<file path="config.mk">
export PLATFORM = sky130hd
export DESIGN_NAME = sgs_result_queue
export DESIGN_NICKNAME = d
export VERILOG_FILES = /design/src/rtl/sgs_pkg.sv /design/src/rtl/sgs_result_queue.sv
export SDC_FILE = /design/constraint.sdc
export NUM_CORES = 1
export LEC_CHECK = 0
export BUFFER_PORTS_ARGS = -buffer_cell sky130_fd_sc_hd__buf_4
export CELL_PAD_IN_SITES_DETAIL_PLACEMENT = 0
export CELL_PAD_IN_SITES_GLOBAL_PLACEMENT = 1
export CORE_MARGIN = 3
export CORE_UTILIZATION = 47
export CTS_CLUSTER_DIAMETER = 50
export DETAILED_ROUTE_END_ITERATION = 7
export PLACE_DENSITY_LB_ADDON = 0.1
export SLEW_MARGIN = 20
export SYNTH_ARGS = -nofsm -noshare
export SYNTH_HDL_FRONTEND = slang
export SYNTH_SLANG_ARGS = --single-unit
</file>
<file path="constraint.sdc">
create_clock -name aclk -period 4.6 [get_ports aclk]
set_input_delay 0.69 -clock aclk [delete_from_list [all_inputs] [get_ports aclk]]
set_output_delay 0.69 -clock aclk [all_outputs]
set_load 0.02 [all_outputs]
</file>
<file path="src/rtl/sgs_pkg.sv">
// Shared types and constants of the Sobel gradient stream unit.
// No dependencies; every other file of the unit imports this package.
package sgs_pkg;

    // Direction codes of a gradient
    typedef enum logic [1:0] {
        DIR_HORIZONTAL    = 2'd0,
        DIR_DIAG_SAME     = 2'd1,
        DIR_VERTICAL      = 2'd2,
        DIR_DIAG_OPPOSITE = 2'd3
    } dir_t;

    // Configuration register indexes
    typedef enum logic {
        REG_FRAME_WIDTH  = 1'b0,
        REG_FRAME_HEIGHT = 1'b1
    } cfg_reg_t;

    localparam int unsigned MIN_DIM      = 3;
    localparam int unsigned RESET_WIDTH  = 640;
    localparam int unsigned RESET_HEIGHT = 480;

    // gray = (r + g + b) / 3 as (sum * 683) >> 11, exact for sums up to 765
    localparam logic [9:0] GRAY_RECIP = 10'd683;
    localparam int         GRAY_SHIFT = 11;

    // tan(22/23/67/68 degrees) in unsigned Q32, rounded to nearest
    localparam logic [33:0] TAN22_Q32 = 34'd1735279427;
    localparam logic [33:0] TAN23_Q32 = 34'd1823105454;
    localparam logic [33:0] TAN67_Q32 = 34'd10118308865;
    localparam logic [33:0] TAN68_Q32 = 34'd10630417090;

    localparam int PROD_W = 44;

    // Result queue sizing
    localparam int QUEUE_DEPTH = 8;
    localparam int QPTR_W      = 3;
    localparam int QCNT_W      = 4;
    localparam int MAX_RESULTS = 3;

    // Which results a pixel causes, and where they sit in the frame
    typedef struct packed {
        logic        interior;
        logic        gradient;
        logic        row_end;
        logic        last_row;
        logic [11:0] row_cur;
        logic [11:0] row_prev;
        logic [9:0]  col_cur;
        logic [9:0]  col_prev;
    } tag_t;

    typedef struct packed {
        logic [20:0] magnitude_sq;
        dir_t        direction;
        logic [11:0] out_row;
        logic [9:0]  out_col;
        logic        last;
    } result_t;

endpackage

</file>
<file path="src/rtl/sgs_result_queue.sv">
// Result queue: takes up to three results per cycle, hands out one per cycle on pop.
// Depends on sgs_pkg for the result type and queue sizing.
module sgs_result_queue (
    input  logic              aclk,
    input  logic              aresetn,
    input  logic              push_en,
    input  logic [1:0]        push_cnt,
    input  sgs_pkg::result_t  push_items [3],
    input  logic              pop,
    output logic              space_ok,
    output logic              not_empty,
    output sgs_pkg::result_t  head_item
);
    import sgs_pkg::*;

    result_t             q_mem [QUEUE_DEPTH];
    logic [QPTR_W-1:0]   head_reg, head_next;
    logic [QPTR_W-1:0]   tail_reg, tail_next;
    logic [QCNT_W-1:0]   count_reg, count_next;
    logic [1:0]          push_n;

    assign push_n = push_en ? push_cnt : 2'd0;

    always_ff @(posedge aclk) begin
        for (int k = 0; k < MAX_RESULTS; k++) begin
            if (2'(k) < push_n) begin
                q_mem[QPTR_W'(tail_reg + QPTR_W'(k))] <= push_items[k];
            end
        end
    end

    always_comb begin
        tail_next  = tail_reg + QPTR_W'(push_n);
        head_next  = pop ? QPTR_W'(head_reg + QPTR_W'(1)) : head_reg;
        count_next = count_reg + QCNT_W'(push_n) - QCNT_W'(pop);
    end

    always_ff @(posedge aclk) begin
        if (!aresetn) begin
            head_reg  <= '0;
            tail_reg  <= '0;
            count_reg <= '0;
        end else begin
            head_reg  <= head_next;
            tail_reg  <= tail_next;
            count_reg <= count_next;
        end
    end

    // Room for a full burst of results from the last pipeline stage
    assign space_ok  = (count_reg <= QCNT_W'(QUEUE_DEPTH - MAX_RESULTS));
    assign not_empty = (count_reg != '0);
    assign head_item = q_mem[head_reg];

endmodule

</file>
==> impl_metrics.ini <==
[timing]
worstMarginPinSlew_ps = 1170
max_clock_freq_mhz = 276
worst_clock_skew_ps = 29.2
layout_worst_path_cycle_share_pct = 78.7
hold_violations = 0
setup-tns-final_ps = 0
post-route-min-period_ps = 3620
rsz_0062_raised_after_global_routing = no
fin_worst_hold_slack_ps = 377
fin_ws_ps = 978
slew_viol_final = 0
report.final.setup_viol = 0
slew-limit-headroom_pct = 22.2

[setup_path]
setup.worst_path.end_class = output pin
worstPathRequired_ps = 3910
startpoint_type_of_the_worst_setup_path = flop
criticalPathCategory = flop to output pin
worst_ep_arrival_time_ps = 2930
worst_reg_to_reg_cells = 6
r2r_slack_ps = 1170
timing.rr.end = q_mem[5][32]$_DFFE_PP_
reg2reg_from = tail_reg[0]$_SDFF_PN0_
critPathMaxFanout = 29
crit_end = head_item[45]

[route]
drtIter0Drc = 1966
routedWlPerCell_um = 24.1
dr.pass1.iters = 6
final_antenna_net_count = 0
routed_wl_um = 72700
route.detailed.vias_per_inst = 6.11
drc_errors = 0
route.vias.total = 18400

[placement]
dp_cells = 2929
detailed_place.area_um2 = 23800
dp_hpwl_um = 41600
pre_cts_slack_ps = 1270
placement.io_buffers = 191
gpl.final_weighted_congestion = 0.839

[synthesis]
top_cells_by_area_in_the_synthesized_netlist = edfxtp_1 49%, nand2_1 13%, a31oi_1 10%
syn_inst = 2418
ys.flop_type = edfxtp_1
synth_area_per_cell_um2 = 9.35
yosys.cell_count.top_type = nand2_1
synth_seq_area_share_pct = 50.0
synth_async_sr_flop_share_pct = 0
synth.net_count = 2573
synth.top_cell.area_share_pct = 48.9
post_synth_most_frequent_cells = 760 x nand2_1, 371 x nor2_1, 368 x a31oi_1, 368 x edfxtp_1, 95 x clkbuf_1
synth_enable_flop_cells = 368
synth.cell_area_um2 = 22600
netlist-cell-type-count = 35
total_of_warnings_raised_by_yosys = 0
post_synthesis_sequential_element_count = 381
yosysTopAreaCell = edfxtp_1

[clock_network]
post_cts_resized = 0
numClockSinks = 381
clk_transition_reported_paths_ps = 60
cts-htree-levels = 2
clock_tree_from_tritoncts = done
cts_hold_buf = 0
clock_path_buffers = 3
cts-buffers-inserted = 50
cts_setup_buffers = 0
cts-root-buf = clkbuf_16
worst_skew_pair.late_latency_ps = 600

[finish]
finalCoreUtilization_pct = 54.1
postLayoutCellArea_um2 = 25400
diodes = 0
largest_reg_flops = 368
stdcell_count = 3018
areaGrowthSynthToFinish_pct = 12.5
drive_above_1_share_pct = 19.9
final_net_count = 2529

[grt]
grt_overflow_total = 0
antenna_found_initial = 1
grt_first_pass_wirelength_um = 110000
number_of_global_route_vias_before_repair = 18100
grtUsageTotal_pct = 28.5
grt_max_degree = 93

[floorplanning]
floorplan.rows = 79
top_level_ports = 192
initial_core_util_pct = 48.1
die_area_um2 = 50800
die-height_um = 225
fp.coreArea_um2 = 47100
fp.dieW_um = 225

[hold_path]
hold_path.class = input port to flop

[power]
vdd.ir_drop.worst_uv = 299
overall_power_consumption_mw = 9.72
cellLeakagePower_nw = 9.55
powerDensity_nw_per_um2 = 382

[status]
run_status = completed

[job]
number_of_maximum_capacitance_constraint_violations = 0
==> cell families after synthesis <==
logic type | share of synthesized area [%]
AND/OR/NAND/NOR | 20.0
adder cells (fa/ha/maj) | 0.675
XOR/XNOR | 0.376
buffers and inverters | 7.11
multiplexers | 11.5
flip-flops | 50.0
AO/OA/AOI/OAI | 10.3
==> cells in the final DEF (no fill, tap or decap), drive strengths merged, types with 16 or more instances in the layout <==
master,count
edfxtp,368
buf,226
clkinv,17
a31oi,368
nor2,377
mux4,92
mux2,46
nand2,760
inv,16
clkbuf,56
==> worst max-delay path, cell delays in order (launching register included) <==
cell,delay (ps)
dfxtp_4,790
buf_4,410
mux4_2,600
mux2_2,320
buf_4,170
==> layer usage <==
| metal | vias up | GRT usage [%] | routed length, µm |
|---|---|---|---|
| met1 | 8953 | 37.5 | 29300 |
| li1 | 8380 | - | - |
| met2 | 919 | 47.3 | 34600 |
| met4 | 2 | 11.9 | 2810 |
| met3 | 185 | 4.32 | 5970 |
| met5 | - | 0 | 12 |
==> cell type report <==
cell class	count	area (µm²)
Clock buffer	56	1290
Sequential cell	381	11300
Tap cell	607	759
Clock inverter	33	387
Fill cell	4113	21600
Multi-Input combinational cell	1705	9920
Timing Repair Buffer	226	1720
Inverter	10	37.5
==> power by group <==
group	internal, mW	switching, mW
clock network	2.38	1.60
registers	4.06	0.0932
logic	0.659	0.916
==> how the worst min path moves through the flow <==
stage / start / endpoint / slack, ps / depth (start not counted)
6_report: aresetn / count_reg[3]$_SDFF_PN0_ / 380 / 2
5_1_grt: aresetn / count_reg[3]$_SDFF_PN0_ / 380 / 2
4_1_cts: aresetn / count_reg[3]$_SDFF_PN0_ / 350 / 2
3_5_place_dp: head_reg[1]$_SDFFE_PN0P_ / flop / 550 / 2
3_3_place_gp: head_reg[1]$_SDFFE_PN0P_ / flop / 520 / 2
2_1_floorplan: head_reg[1]$_SDFFE_PN0P_ / flop / 510 / 2
Power figures use the tool's default switching activity.
