$ cat src/rtl/sgs_pkg.sv
// Shared types and constants of the Sobel gradient stream unit.
// No dependencies; every other file of the unit imports this package.
package sgs_pkg;

    // Direction codes of a gradient
    typedef enum logic [1:0] {
        DIR_HORIZONTAL    = 2'd0,
        DIR_DIAG_SAME     = 2'd1,
        DIR_VERTICAL      = 2'd2,
        DIR_DIAG_OPPOSITE = 2'd3
    } dir_t;

    // Configuration register indexes
    typedef enum logic {
        REG_FRAME_WIDTH  = 1'b0,
        REG_FRAME_HEIGHT = 1'b1
    } cfg_reg_t;

    localparam int unsigned MIN_DIM      = 3;
    localparam int unsigned RESET_WIDTH  = 640;
    localparam int unsigned RESET_HEIGHT = 480;

    // gray = (r + g + b) / 3 as (sum * 683) >> 11, exact for sums up to 765
    localparam logic [9:0] GRAY_RECIP = 10'd683;
    localparam int         GRAY_SHIFT = 11;

    // tan(22/23/67/68 degrees) in unsigned Q32, rounded to nearest
    localparam logic [33:0] TAN22_Q32 = 34'd1735279427;
    localparam logic [33:0] TAN23_Q32 = 34'd1823105454;
    localparam logic [33:0] TAN67_Q32 = 34'd10118308865;
    localparam logic [33:0] TAN68_Q32 = 34'd10630417090;

    localparam int PROD_W = 44;

    // Result queue sizing
    localparam int QUEUE_DEPTH = 8;
    localparam int QPTR_W      = 3;
    localparam int QCNT_W      = 4;
    localparam int MAX_RESULTS = 3;

    // Which results a pixel causes, and where they sit in the frame
    typedef struct packed {
        logic        interior;
        logic        gradient;
        logic        row_end;
        logic        last_row;
        logic [11:0] row_cur;
        logic [11:0] row_prev;
        logic [9:0]  col_cur;
        logic [9:0]  col_prev;
    } tag_t;

    typedef struct packed {
        logic [20:0] magnitude_sq;
        dir_t        direction;
        logic [11:0] out_row;
        logic [9:0]  out_col;
        logic        last;
    } result_t;

endpackage

$ cat src/rtl/sgs_grad_stage.sv
// Squared magnitude and direction code of a Sobel gradient.
// Depends on sgs_pkg for the tangent constants and direction codes.
module sgs_grad_stage (
    input  logic               aclk,
    input  logic               adv,
    input  logic signed [10:0] gx,
    input  logic signed [10:0] gy,
    output logic [20:0]        magnitude_sq,
    output sgs_pkg::dir_t      direction
);
    import sgs_pkg::*;

    logic [10:0] gx_abs, gy_abs;
    logic [9:0]  ax, ay;
    logic [19:0] sqx_reg, sqy_reg;
    logic [PROD_W-1:0] p22_reg, p23_reg, p67_reg, p68_reg;
    logic [9:0]  ay_reg;
    logic        gx_pos_reg, gy_pos_reg, ax_zero_reg, ay_zero_reg;
    logic [PROD_W-1:0] lhs;
    dir_t        diag;

    always_comb begin
        gx_abs = gx[10] ? 11'(-gx) : 11'(gx);
        gy_abs = gy[10] ? 11'(-gy) : 11'(gy);
        ax     = gx_abs[9:0];
        ay     = gy_abs[9:0];
    end

    always_ff @(posedge aclk) begin
        if (adv) begin
            sqx_reg     <= 20'(ax) * 20'(ax);
            sqy_reg     <= 20'(ay) * 20'(ay);
            p22_reg     <= PROD_W'(TAN22_Q32) * PROD_W'(ax);
            p23_reg     <= PROD_W'(TAN23_Q32) * PROD_W'(ax);
            p67_reg     <= PROD_W'(TAN67_Q32) * PROD_W'(ax);
            p68_reg     <= PROD_W'(TAN68_Q32) * PROD_W'(ax);
            ay_reg      <= ay;
            gx_pos_reg  <= !gx[10] && (gx != 11'sd0);
            gy_pos_reg  <= !gy[10] && (gy != 11'sd0);
            ax_zero_reg <= (ax == 10'd0);
            ay_zero_reg <= (ay == 10'd0);
        end
    end

    assign lhs          = {2'b00, ay_reg, 32'd0};
    assign magnitude_sq = 21'(sqx_reg) + 21'(sqy_reg);
    assign diag         = (gx_pos_reg == gy_pos_reg) ? DIR_DIAG_SAME : DIR_DIAG_OPPOSITE;

    // Positive gx uses strict bounds at 23/68 degrees, negative gx inclusive ones at 22/67
    always_comb begin
        if (ax_zero_reg) begin
            direction = ay_zero_reg ? DIR_HORIZONTAL : DIR_VERTICAL;
        end else if (gx_pos_reg) begin
            if (lhs < p23_reg) begin
                direction = DIR_HORIZONTAL;
            end else if (lhs < p68_reg) begin
                direction = diag;
            end else begin
                direction = DIR_VERTICAL;
            end
        end else begin
            if (lhs <= p22_reg) begin
                direction = DIR_HORIZONTAL;
            end else if (lhs <= p67_reg) begin
                direction = diag;
            end else begin
                direction = DIR_VERTICAL;
            end
        end
    end

endmodule

$ cat config.mk
export PLATFORM = sky130hd
export DESIGN_NAME = sgs_grad_stage
export DESIGN_NICKNAME = d
export VERILOG_FILES = /design/src/rtl/sgs_pkg.sv /design/src/rtl/sgs_grad_stage.sv
export SDC_FILE = /design/constraint.sdc
export NUM_CORES = 2
export LEC_CHECK = 0
export ABC_AREA = 1
export BUFFER_PORTS_ARGS = -buffer_cell sky130_fd_sc_hd__buf_2
export CAP_MARGIN = 20
export CORE_MARGIN = 2
export CORE_UTILIZATION = 60
export CTS_CLUSTER_DIAMETER = 40
export DETAILED_ROUTE_END_ITERATION = 8
export HOLD_SLACK_MARGIN = 0.03
export PLACE_DENSITY = 0.79
export SLEW_MARGIN = 25
export SYNTH_ARGS = -nofsm -noshare
export SYNTH_HDL_FRONTEND = slang
export SYNTH_SLANG_ARGS = --single-unit
$ cat constraint.sdc
create_clock -name aclk -period 10.6 [get_ports aclk]
set_input_delay 2.12 -clock aclk [delete_from_list [all_inputs] [get_ports aclk]]
set_output_delay 2.12 -clock aclk [all_outputs]
set_load 0.03 [all_outputs]
==> results.toml <==
[critical_path]
cp_slowest_cell = "fa_1"
cp.depth = 27
crit_arrival_ns = 8.83
cp_common_cell = "inv_1"
cp_num_buf_inv = 9
critPathTopFamily = "adder cells"
crit_path_end_kind = "flop"
worstSetupPathType = "input pin to flop"
start_kind = "input pin"
worstPathRequired_ns = 10.90
cp-endpoint = "p68_reg[40]$_DFFE_PP_"
slowest_delay_ns = 0.98
path_max_fanout = 17
crit_start = "gx[0]"

[layout]
fillers = 4734
multi_input_area_mm2 = 0.0238
drive_gt1_frac = 0.0487
postLayoutCellArea_mm2 = 0.0362
final_cells = 4835
syn_to_final_growth_pct = 8.11
regArea_mm2 = 0.00622
num-nets-final = 4990
fin_util = 0.656
largest_reg_flops = 40

[placement]
placed_area_mm2 = 0.0347
dp_hpwl_um = 85800
gp_congestion = 1.09
dp.cells = 4759
io_buffers = 46

[sta]
fin_crit_sh = 0.804
drv_slew = 0
setup_viol = 0
hold_violations = 0
slew_headroom = 0.376
max_freq_mhz = 117
period_minus_slack_ns = 8.53
grt_setup_unrepaired = "no"
finalSetupTns_ns = 0
tightest_slew_ns = 0.935

[route]
avgRoutedWirePerCell_um = 21.1
drtAntennaViolNets = 0
drt_iter0_markers = 2338
via_count = 27400
drc_errors = 0
routed_wl_um = 102000
via_per_inst = 5.67
first_pass_iters = 7

[synthesis]
yosysWarnings = 0
syn_area_mm2 = 0.0334
synth.distinct_cells = 52
netlist_instances = 3956
ys_async_sr_fraction = 0
ys_ff_latch = 207
synth_area_leaders = "fa_1 22%, ha_1 20%, edfxtp_1 19%, inv_1 10%, nand2_1 6.9%"
syn_avg_cell_area_um2 = 8.45
yosysTopAreaCellShare = 0.222
synth_top_area_cell = "fa_1"
synth-edff-count = 207
yosysSeqAreaShare = 0.186
synthFlopType = "edfxtp_1"
synthesis.nets = 4891

[clock_network]
cts_buffer_depth = 3
cts_hold_buf = 0
postCtsSetupRepairBufs = 0
tritoncts = "built"
cts.sinks = 207
cts_buffers = 42
cts.reportedPaths.clkPinSlew_ns = 0.05
cts-root-buf = "clkbuf_16"
cts.htree.levels = 2
ctsResizeCount = 0

[job]
drv_cap = 0

[die]
dieArea_mm2 = 0.0576
dieWidth_um = 240
rows = 86
start_util = 0.607
core-area_mm2 = 0.0551
io_pins = 47
die_height_um = 240

[global_route]
grt_pass1_wl_um = 157000
antenna_found_initial = 2
grt_overflow_total = 0
grt_pass1_vias = 27200
grt_max_degree = 74
grt_use_total = 0.364

[hold_path]
hold_class = "input pin to flop"

[outcome]
outcome = "finished clean"
## worst min-delay path by stage
stage | startpoint | end | slack (ns) | cells past startpoint
floorplan | gx[0] | sqx_reg[0]$_DFFE_PP_ | 2.22 | 0
global placement | gy[0] | sqy_reg[0]$_DFFE_PP_ | 2.38 | 1
detailed placement | gy[0] | sqy_reg[0]$_DFFE_PP_ | 2.38 | 1
CTS | gy[0] | sqy_reg[0]$_DFFE_PP_ | 1.77 | 1
global route | gy[0] | sqy_reg[0]$_DFFE_PP_ | 1.79 | 1
finish | gy[0] | sqy_reg[0]$_DFFE_PP_ | 1.81 | 1
## cell families (layout without fill, tap and decap cells)
kind of cell             count (synthesis)  after routing  synth area share
AND/OR/NAND/NOR                       1285           1285             0.162
buffers and inverters                  914           1044             0.103
adder cells (fa/ha/maj)                911            911             0.424
AO/OA/AOI/OAI                          465            465            0.0794
flip-flops                             207            207             0.186
XOR/XNOR                               174            174            0.0456
other                                    0              1                 0
## synthesized netlist by cell type (all sizes together) (41+ instances only)
cell,number
inv,905
nand2,634
ha,540
fa,371
nor2,370
a21oi,210
edfxtp,207
nand3,140
o21ai,132
xor2,128
xnor2,46
nor3,43
nand4,41
## cells in the final DEF (no fill, tap or decap), drive strengths merged, types with 128 or more instances in the layout
cell type	synthesis	layout
ha	540	540
fa	371	371
a21oi	210	210
nand3	140	140
nand2	634	634
edfxtp	207	207
nor2	370	370
inv	905	912
o21ai	132	132
xor2	128	128
## metrics by stage
stage	hold slack, ns	setup WS (ns)
after detailed placement	2.38	1.71
after global placement	2.38	1.70
after floorplan	2.22	1.64
after CTS	1.77	2.29
final	1.81	2.07
after global routing	1.79	1.65
## metal layers
metal | wire length, µm | part of all wire | up-vias | global-route usage
met5 | 28 | 0.00027 | - | 0
met3 | 10700 | 0.11 | 253 | 0.100
met2 | 44100 | 0.43 | 1241 | 0.554
met1 | 42500 | 0.42 | 13100 | 0.495
li1 | - | - | 12900 | -
met4 | 4610 | 0.045 | 4 | 0.144
## final cells by class
class	count	share of cell area
inverters	906	0.0941
repair buffers	63	0.0101
clock buffers	46	0.0301
flip-flops and latches	207	0.172
multi-input cells	2835	0.659
clock inverters	29	0.00917
well taps	748	0.0259
diodes	1	0.0000692
Power is left out: the tool's default activity adds up to more than one toggle a clock period on the data nets, which glitch-free logic cannot reach.
